[src/rtl/etc_pkg.sv]
// Shared types, constants and a helper function for the environmental sensor
// compensation unit. No dependencies; every rtl file imports this package.
package etc_pkg;

    // Configuration register indexes
    typedef enum logic [2:0] {
        CFG_TEMP_TRIM  = 3'd0,
        CFG_PRESS_LOW  = 3'd1,
        CFG_PRESS_HIGH = 3'd2,
        CFG_PRESS_LAST = 3'd3,
        CFG_HUM_TRIM   = 3'd4
    } t_cfg_idx;

    localparam int DIV_STAGES   = 64;
    localparam int FRONT_STAGES = 7;
    localparam int BACK_STAGES  = 11;

    // Temperature constants
    localparam logic [31:0] C_T_RND    = 32'd128;
    // Pressure constants
    localparam logic [32:0] C_P_TOFF   = 33'd128000;
    localparam logic [20:0] C_P_FULL   = 21'd1048576;
    localparam logic [11:0] C_P_SCALE  = 12'd3125;
    localparam logic [63:0] C_P_BIAS   = 64'h0000_8000_0000_0000;
    // Humidity constants
    localparam logic [31:0] C_H_TOFF   = 32'd76800;
    localparam logic [31:0] C_H_RND    = 32'd16384;
    localparam logic [31:0] C_H_HALF   = 32'd32768;
    localparam logic [31:0] C_H_BIAS   = 32'd2097152;
    localparam logic [31:0] C_H_RND2   = 32'd8192;
    localparam logic [31:0] C_H_MAX    = 32'd419430400;

    // Decoded trim words; signed fields are kept as raw bit patterns
    typedef struct packed {
        logic [15:0] t1;
        logic [15:0] t2;
        logic [15:0] t3;
        logic [15:0] p1;
        logic [15:0] p2;
        logic [15:0] p3;
        logic [15:0] p4;
        logic [15:0] p5;
        logic [15:0] p6;
        logic [15:0] p7;
        logic [15:0] p8;
        logic [15:0] p9;
        logic [7:0]  h1;
        logic [15:0] h2;
        logic [7:0]  h3;
        logic [11:0] h4;
        logic [11:0] h5;
        logic [7:0]  h6;
    } t_trim;

    // Values that ride alongside the pressure path
    typedef struct packed {
        logic [31:0] tf;
        logic [23:0] tc;
        logic [15:0] ah;
    } t_side;

    // One finished reading
    typedef struct packed {
        logic        inval;
        logic [16:0] hum;
        logic [31:0] pres;
        logic [23:0] tc;
        logic [31:0] tf;
    } t_result;

    // Low 64 bits of a 64-bit word times a signed 16-bit value
    function automatic logic [63:0] mul64x16s(input logic [63:0] a, input logic [15:0] b);
        logic [79:0] pr;
        pr = a * b;
        return pr[63:0] - (b[15] ? {a[47:0], 16'b0} : 64'd0);
    endfunction

endpackage

[src/rtl/etc_temp.sv]
// Temperature stages: fine temperature and hundredths of a degree.
// Depends on etc_pkg.
module etc_temp import etc_pkg::*; (
    input  logic        i_clk,
    input  logic        i_rst_n,
    input  logic        i_en,
    input  logic        i_valid,
    input  logic [19:0] i_ap,
    input  logic [19:0] i_at,
    input  logic [15:0] i_ah,
    input  t_trim       i_trim,
    output logic        o_valid,
    output logic [19:0] o_ap,
    output t_side       o_side
);

    logic [3:0]  r_v;
    logic [31:0] r1_m1, r1_dd, r2_v1, r2_m2, r3_tf, r4_tf;
    logic [23:0] r4_tc;
    logic [19:0] r1_ap, r2_ap, r3_ap, r4_ap;
    logic [15:0] r1_ah, r2_ah, r3_ah, r4_ah;
    logic [31:0] n_dv1, n_d, n_t5;

    assign n_dv1 = {15'b0, i_at[19:3]} - {15'b0, i_trim.t1, 1'b0};
    assign n_d   = {16'b0, i_at[19:4]} - {16'b0, i_trim.t1};
    assign n_t5  = {r3_tf[29:0], 2'b0} + r3_tf + C_T_RND;

    always_ff @(posedge i_clk) begin
        if (!i_rst_n) begin
            r_v <= '0;
        end else if (i_en) begin
            r_v <= {r_v[2:0], i_valid};
        end
    end

    always_ff @(posedge i_clk) begin
        if (i_en) begin
            r1_m1 <= n_dv1 * {{16{i_trim.t2[15]}}, i_trim.t2};
            r1_dd <= n_d * n_d;
            r1_ap <= i_ap;
            r1_ah <= i_ah;
            r2_v1 <= 32'($signed(r1_m1) >>> 11);
            r2_m2 <= 32'($signed(r1_dd) >>> 12) * {{16{i_trim.t3[15]}}, i_trim.t3};
            r2_ap <= r1_ap;
            r2_ah <= r1_ah;
            r3_tf <= r2_v1 + 32'($signed(r2_m2) >>> 14);
            r3_ap <= r2_ap;
            r3_ah <= r2_ah;
            r4_tf <= r3_tf;
            r4_tc <= n_t5[31:8];
            r4_ap <= r3_ap;
            r4_ah <= r3_ah;
        end
    end

    assign o_valid   = r_v[3];
    assign o_ap      = r4_ap;
    assign o_side.tf = r4_tf;
    assign o_side.tc = r4_tc;
    assign o_side.ah = r4_ah;

endmodule

[config.mk]
export PLATFORM = sky130hd
export DESIGN_NAME = etc_temp
export DESIGN_NICKNAME = d
export VERILOG_FILES = /design/src/rtl/etc_pkg.sv /design/src/rtl/etc_temp.sv
export SDC_FILE = /design/constraint.sdc
export NUM_CORES = 2
export LEC_CHECK = 0
export BUFFER_PORTS_ARGS = -buffer_cell sky130_fd_sc_hd__buf_2
export CAP_MARGIN = 10
export CORE_ASPECT_RATIO = 0.75
export CORE_MARGIN = 8
export CORE_UTILIZATION = 56
export CTS_CLUSTER_DIAMETER = 30
export CTS_CLUSTER_SIZE = 8
export DETAILED_ROUTE_END_ITERATION = 10
export PLACE_DENSITY = 0.89
export SKIP_LAST_GASP = 1
export SLEW_MARGIN = 20
export SYNTH_ARGS = -nofsm -noshare
export SYNTH_HDL_FRONTEND = slang
export SYNTH_SLANG_ARGS = --single-unit
[constraint.sdc]
create_clock -name i_clk -period 10.4 [get_ports i_clk]
set_input_delay 2.6 -clock i_clk [delete_from_list [all_inputs] [get_ports i_clk]]
set_output_delay 2.6 -clock i_clk [all_outputs]
set_load 0.05 [all_outputs]
== Word level (Yosys, flattened, before mapping) ==
Cells that the tools add are included.

* Register bits: 353
* Bits of input ports: 316
* Word-level logic and storage cells: 24

* $add $sub $neg: 5
* $mul: 3

{| class="wikitable"
|+ Operator list
! cell !! number
|-
| $add 32x32->32 || 1
|-
| $add 32x8->32 const B || 1
|-
| $mul 17x17->32 || 1
|-
| $mul 18x16->32 || 1
|-
| $mul 20x16->32 || 1
|-
| $add 21x18->22 || 1
|-
| $sub 17x17->18 || 1
|-
| $sub 16x16->17 || 1
|}

== Depth between registers and ports, before layout ==
* Word-level depth: 2
* Depth in mapped cells: 35
* Gate-level depth less buffers: 34

== Worst setup path after synthesis ==
OpenSTA, ideal clock, no wires.

* Kind: input-to-reg
* From: input port i_at[4]
* To: register r1_dd[31] (data pin)
* Setup time: 0.268 ns
* Data arrival time: 9.996 ns
* Setup slack: 0.137 ns
* Stages: 31
* Path buffers: 1
* Cells stage by stage: inv_1 -> ha_1 -> fa_1 -> nor2b_1 -> o31a_1 -> o41a_1 -> o31ai_4 -> a21oi_2 -> a21o_1 -> a21oi_2 -> buf_2 -> nand2_1 -> inv_1 -> fa_1 -> fa_1 -> fa_1 -> fa_1 -> fa_1 -> inv_1 -> fa_1 -> inv_1 -> ha_1 -> a21o_1 -> a21o_1 -> a21oi_1 -> a21oi_1 -> o211a_1 -> a221oi_2 -> o2111ai_1 -> a21oi_1 -> xnor3_1

* Word-level cells in the longest chain between the ends: 2

{| class="wikitable"
|+ RTL lines
! item !! RTL line !! text
|-
| start, declared || etc_temp.sv:9 || <nowiki>input logic [19:0] i_at,</nowiki>
|-
| $sub 16x16->17 || etc_temp.sv:25 || <nowiki>assign n_d = {16'b0, i_at[19:4]} - {16'b0, i_trim.t1};</nowiki>
|-
| $mul 17x17->32 || etc_temp.sv:39 || <nowiki>r1_dd <= n_d * n_d;</nowiki>
|-
| end signal, assigned || etc_temp.sv:39 ||
|-
| end, declared || etc_temp.sv:18 || <nowiki>logic [31:0] r1_m1, r1_dd, r2_v1, r2_m2, r3_tf, r4_tf;</nowiki>
|}

No other way between the ends.
A chain may end at the register's enable or synchronous reset.

== Worst setup path in the final report ==
Same ends and word-level chain as after synthesis.

==> run_results.csv <==
group,metric,value,unit
outcome,outcome,"completed",
timing,clock-skew-final,0.0283,ns
setup_path,cp-start-kind,"input port",
logic_synthesis,synth.net_count,5305,
placement,place_congestion,0.929,
logic_synthesis,postSynthCellCount,3856,
detailed_routing,1st_pass_router_iterations,6,
logic_synthesis,synthesis.area,40700,um^2
timing,final-hold-violation-count,0,
clock_tree,tritoncts_sink_count,296,
setup_path,cp_top_family,"adder cells",
setup_path,worst_setup_path_end_kind,"flip-flop",
clock_tree,number_of_buffers_created_by_cts,55,
die,die_x,327,um
die,placement_rows,85,
layout,num-fill-cells,5172,
layout,sequential_cell_area,8850,um^2
clock_tree,clk_pin_slew,0.05,ns
global_routing,initial_antenna_violation_count,0,
detailed_routing,detail_route.iter0.violations,2386,
die,die-area,81600,um^2
die,start_util,56.7,%
detailed_routing,drt.antenna.violating_nets,0,
timing,worstMarginPinSlew,0.997,ns
detailed_routing,avgRoutedWirePerCell,18.6,um
clock_tree,cts.root.buffer_cell,"clkbuf_16",
setup_path,crit_path_frequent_cell,"fa_1",
timing,totalNegativeSetupSlack,0,ns
die,y_dimension_of_the_die,249,um
detailed_routing,drt-total-wl,94700,um
logic_synthesis,synth_area_per_cell,10.5,um^2
logic_synthesis,synth.distinct_cells,72,
global_routing,overflow,0,
die,core_area,71800,um^2
layout,area_of_the_multi_input_gates,27700,um^2
setup_path,crit_buf_inv,5,
setup_path,timing.critical_path.required,10.68,ns
global_routing,globalRouteMet2Util,38.2,%
clock_tree,max-clock-path-buffers,3,
global_routing,largest_net_degree_at_the_start_of_global_routing,98,
timing,maxSlewHeadroom,33.5,%
clock_tree,tritoncts,"built",
timing,final_min_period_over_clock_period,98.1,%
clock_tree,clock_tree.htree_level_count,2,
logic_synthesis,yosysSeqAreaShare,21.8,%
global_routing,grt_pass1_vias,30600,
timing,rsz0062_at_grt,"true",
timing,period_needed,10.20,ns
layout,drive_gt1_share,10.2,%
logic_synthesis,yosysWarningCount,0,
logic_synthesis,synth_enable_flop_cells,292,
layout,area_delta_synth_final,10.9,%
global_routing,groute.layer.met3.usage,6.32,%
detailed_routing,vias_per_cell,5.40,
timing,setup-violations-final,0,
die,io_pins,409,
timing,slew_violations,0,
global_routing,grt_first_pass_wirelength,154000,um
logic_synthesis,ys.flop_type,"edfxtp_1",
detailed_routing,route.vias.total,27500,
placement,detailedPlacementHpwl,76200,um
global_routing,use_met1,30.0,%
layout,final_core_util,62.8,%
setup_path,cpMaxStageDelayCell,"fa_1",
global_routing,groute.usage.overall,23.4,%
detailed_routing,drt_drc_violations_left,0,
clock_tree,cts-hold-fix-buffers,0,
setup_path,crit_fanout,14,
placement,io_buffers,197,
worst_hold_path,worstHoldPathType,"flip-flop to flip-flop",
logic_synthesis,ys_async_sr_fraction,0,%
setup_path,cp_data_arrival_time,10.48,ns
clock_tree,latest_clock_arrival_within_the_worst_skew_pair,0.58,ns
setup_path,critPathMaxStageDelay,0.57,ns
layout,design.final.nets,5550,
logic_synthesis,yosys_register_bits,296,
global_routing,grt_busiest_layer,"met2",
setup_path,setup.worst_path.class,"input port to flip-flop",
flow_run,drv.max_cap_violation_count,0,
timing,timing.fmax,0.0980,GHz
## state kept, by name, indices dropped and copies added (netlist names)
name	count
o_ap	20
r1_ah	16
r1_ap	20
r1_dd	20
r1_m1	21
r2_ah	16
r2_ap	20
r2_m2	18
r2_v1	21
r3_ah	16
r3_ap	20
r3_tf	22
r4_ah	16
r4_tc	24
r4_tf	22
r_v	4
## Yosys cell counts (all sizes together), types with 2 or more instances
master / count / area [um^2]
inv: 973 / 3650
fa: 815 / 16300
nand2: 448 / 1680
ha: 318 / 3980
edfxtp: 292 / 8770
and2: 219 / 1370
nor2: 138 / 521
xnor2: 119 / 1070
clkbuf: 109 / 409
a21oi: 66 / 338
o21ai: 35 / 175
nor2b: 34 / 213
nand2b: 33 / 206
xor2: 33 / 297
a21o: 29 / 218
buf: 20 / 119
nor3: 19 / 95.1
o21a: 19 / 143
nand3: 16 / 80.1
nand4: 12 / 75.1
and3: 10 / 62.6
a211oi: 9 / 67.6
o21bai: 7 / 52.6
o31ai: 7 / 66.3
clkinv: 6 / 22.5
a2111oi: 4 / 41.3
dfxtp: 4 / 80.1
mux2i: 4 / 40.0
nor4: 4 / 31.3
o2111ai: 4 / 35.0
o211ai: 4 / 30.0
or2: 4 / 25.0
a211o: 3 / 26.3
a21boi: 3 / 22.5
a31oi: 3 / 18.8
o41a: 3 / 33.8
a221o: 2 / 20.0
a311oi: 2 / 23.8
nand4b: 2 / 17.5
o211a: 2 / 20.0
o22ai: 2 / 18.8
o31a: 2 / 17.5
o41ai: 2 / 17.5
or3: 2 / 12.5
## cell type report
type	count	area share, %
Clock buffer	71	3.21
Multi-Input combinational cell	2452	61.4
Antenna cell	2	0.0111
Sequential cell	296	19.6
Tap cell	957	2.65
Timing Repair Buffer	317	4.27
Inverter	979	8.15
Clock inverter	25	0.746
## cells by family after synthesis
logic type      synth area share [%]
compound gates                  3.60
xor+xnor                        3.41
fa+ha+maj                       49.9
buf+inv                         10.3
flops                           21.8
mux                            0.126
simple gates                    10.9
## layer usage
| metal | wire length (um) | share of wire, % |
|---|---|---|
| met1 | 35800 | 38 |
| met2 | 44600 | 47 |
| met3 | 10800 | 11 |
| met4 | 3550 | 3.8 |
| met5 | 0 | 0 |
## timing repair
item | 4_1_cts | 5_1_grt
buffers inserted | 0 | 2
setup endpoints to repair | 0 | 7
resized for setup | 0 | 5
## placed cells by master (no fill, tap or decap), drive strengths merged, types with 3 or more instances in the layout
master	instances
o211ai	4
o21ai	35
dfxtp	4
xnor2	119
and3	10
inv	974
a211o	3
bufinv	6
edfxtp	292
a21oi	66
a21o	29
nor2b	34
o2111ai	4
clkinv	21
buf	317
clkinvlp	3
ha	318
nand3	16
nand4	12
o21bai	7
mux2i	4
o41a	3
a21boi	3
nor2	138
a211oi	9
nor3	19
fa	815
nand2	448
and2	219
a2111oi	4
clkbuf	71
xor2	33
o31ai	7
nor4	4
nand2b	33
or2	4
a31oi	3
o21a	19
## path summary, 6_finish.rpt
check | from | to | slack, ns | cells after the start
min reg2reg | r2_ap[4] | r3_ap[4] | 0.40 | 0
min | r2_ap[4] | r3_ap[4] | 0.40 | 0
max | i_at[4] | r1_dd[31] | 0.20 | 29
max reg2reg | r1_dd[28] | r2_m2[31] | 3.08 | 20
## metrics by stage
| step | cell area, um^2 | worst slack, ns | instances | hold WS (ns) |
|---|---|---|---|---|
| global route | 45100 | -0.0619 | 5097 | 0.413 |
| floorplan | 40700 | 0.137 | 3856 | 0.400 |
| detailed placement | 43300 | -0.435 | 4999 | 0.405 |
| CTS | 45100 | 0.0845 | 5095 | 0.406 |
| global placement | 43300 | -0.197 | 4999 | 0.401 |
| finish | 45100 | 0.201 | 5099 | 0.404 |
## worst reg2reg max path: stages (launching register included)
cell and delay (ns):
edfxtp_1 0.81, nand2_1 0.18, fa_1 0.57, inv_1 0.06, fa_1 0.54, inv_1 0.06, fa_1 0.50, fa_1 0.50
fa_1 0.49, inv_1 0.05, fa_1 0.44, ha_1 0.37, a21o_1 0.24, a221o_1 0.36, a21oi_1 0.19, o22ai_1 0.10
a21oi_1 0.25, o211ai_1 0.29, o41ai_1 0.53, o21bai_1 0.14, xnor2_1 0.42
Power is left out: the tool's default activity adds up to more than one toggle a clock period on the data nets, which glitch-free logic cannot reach.
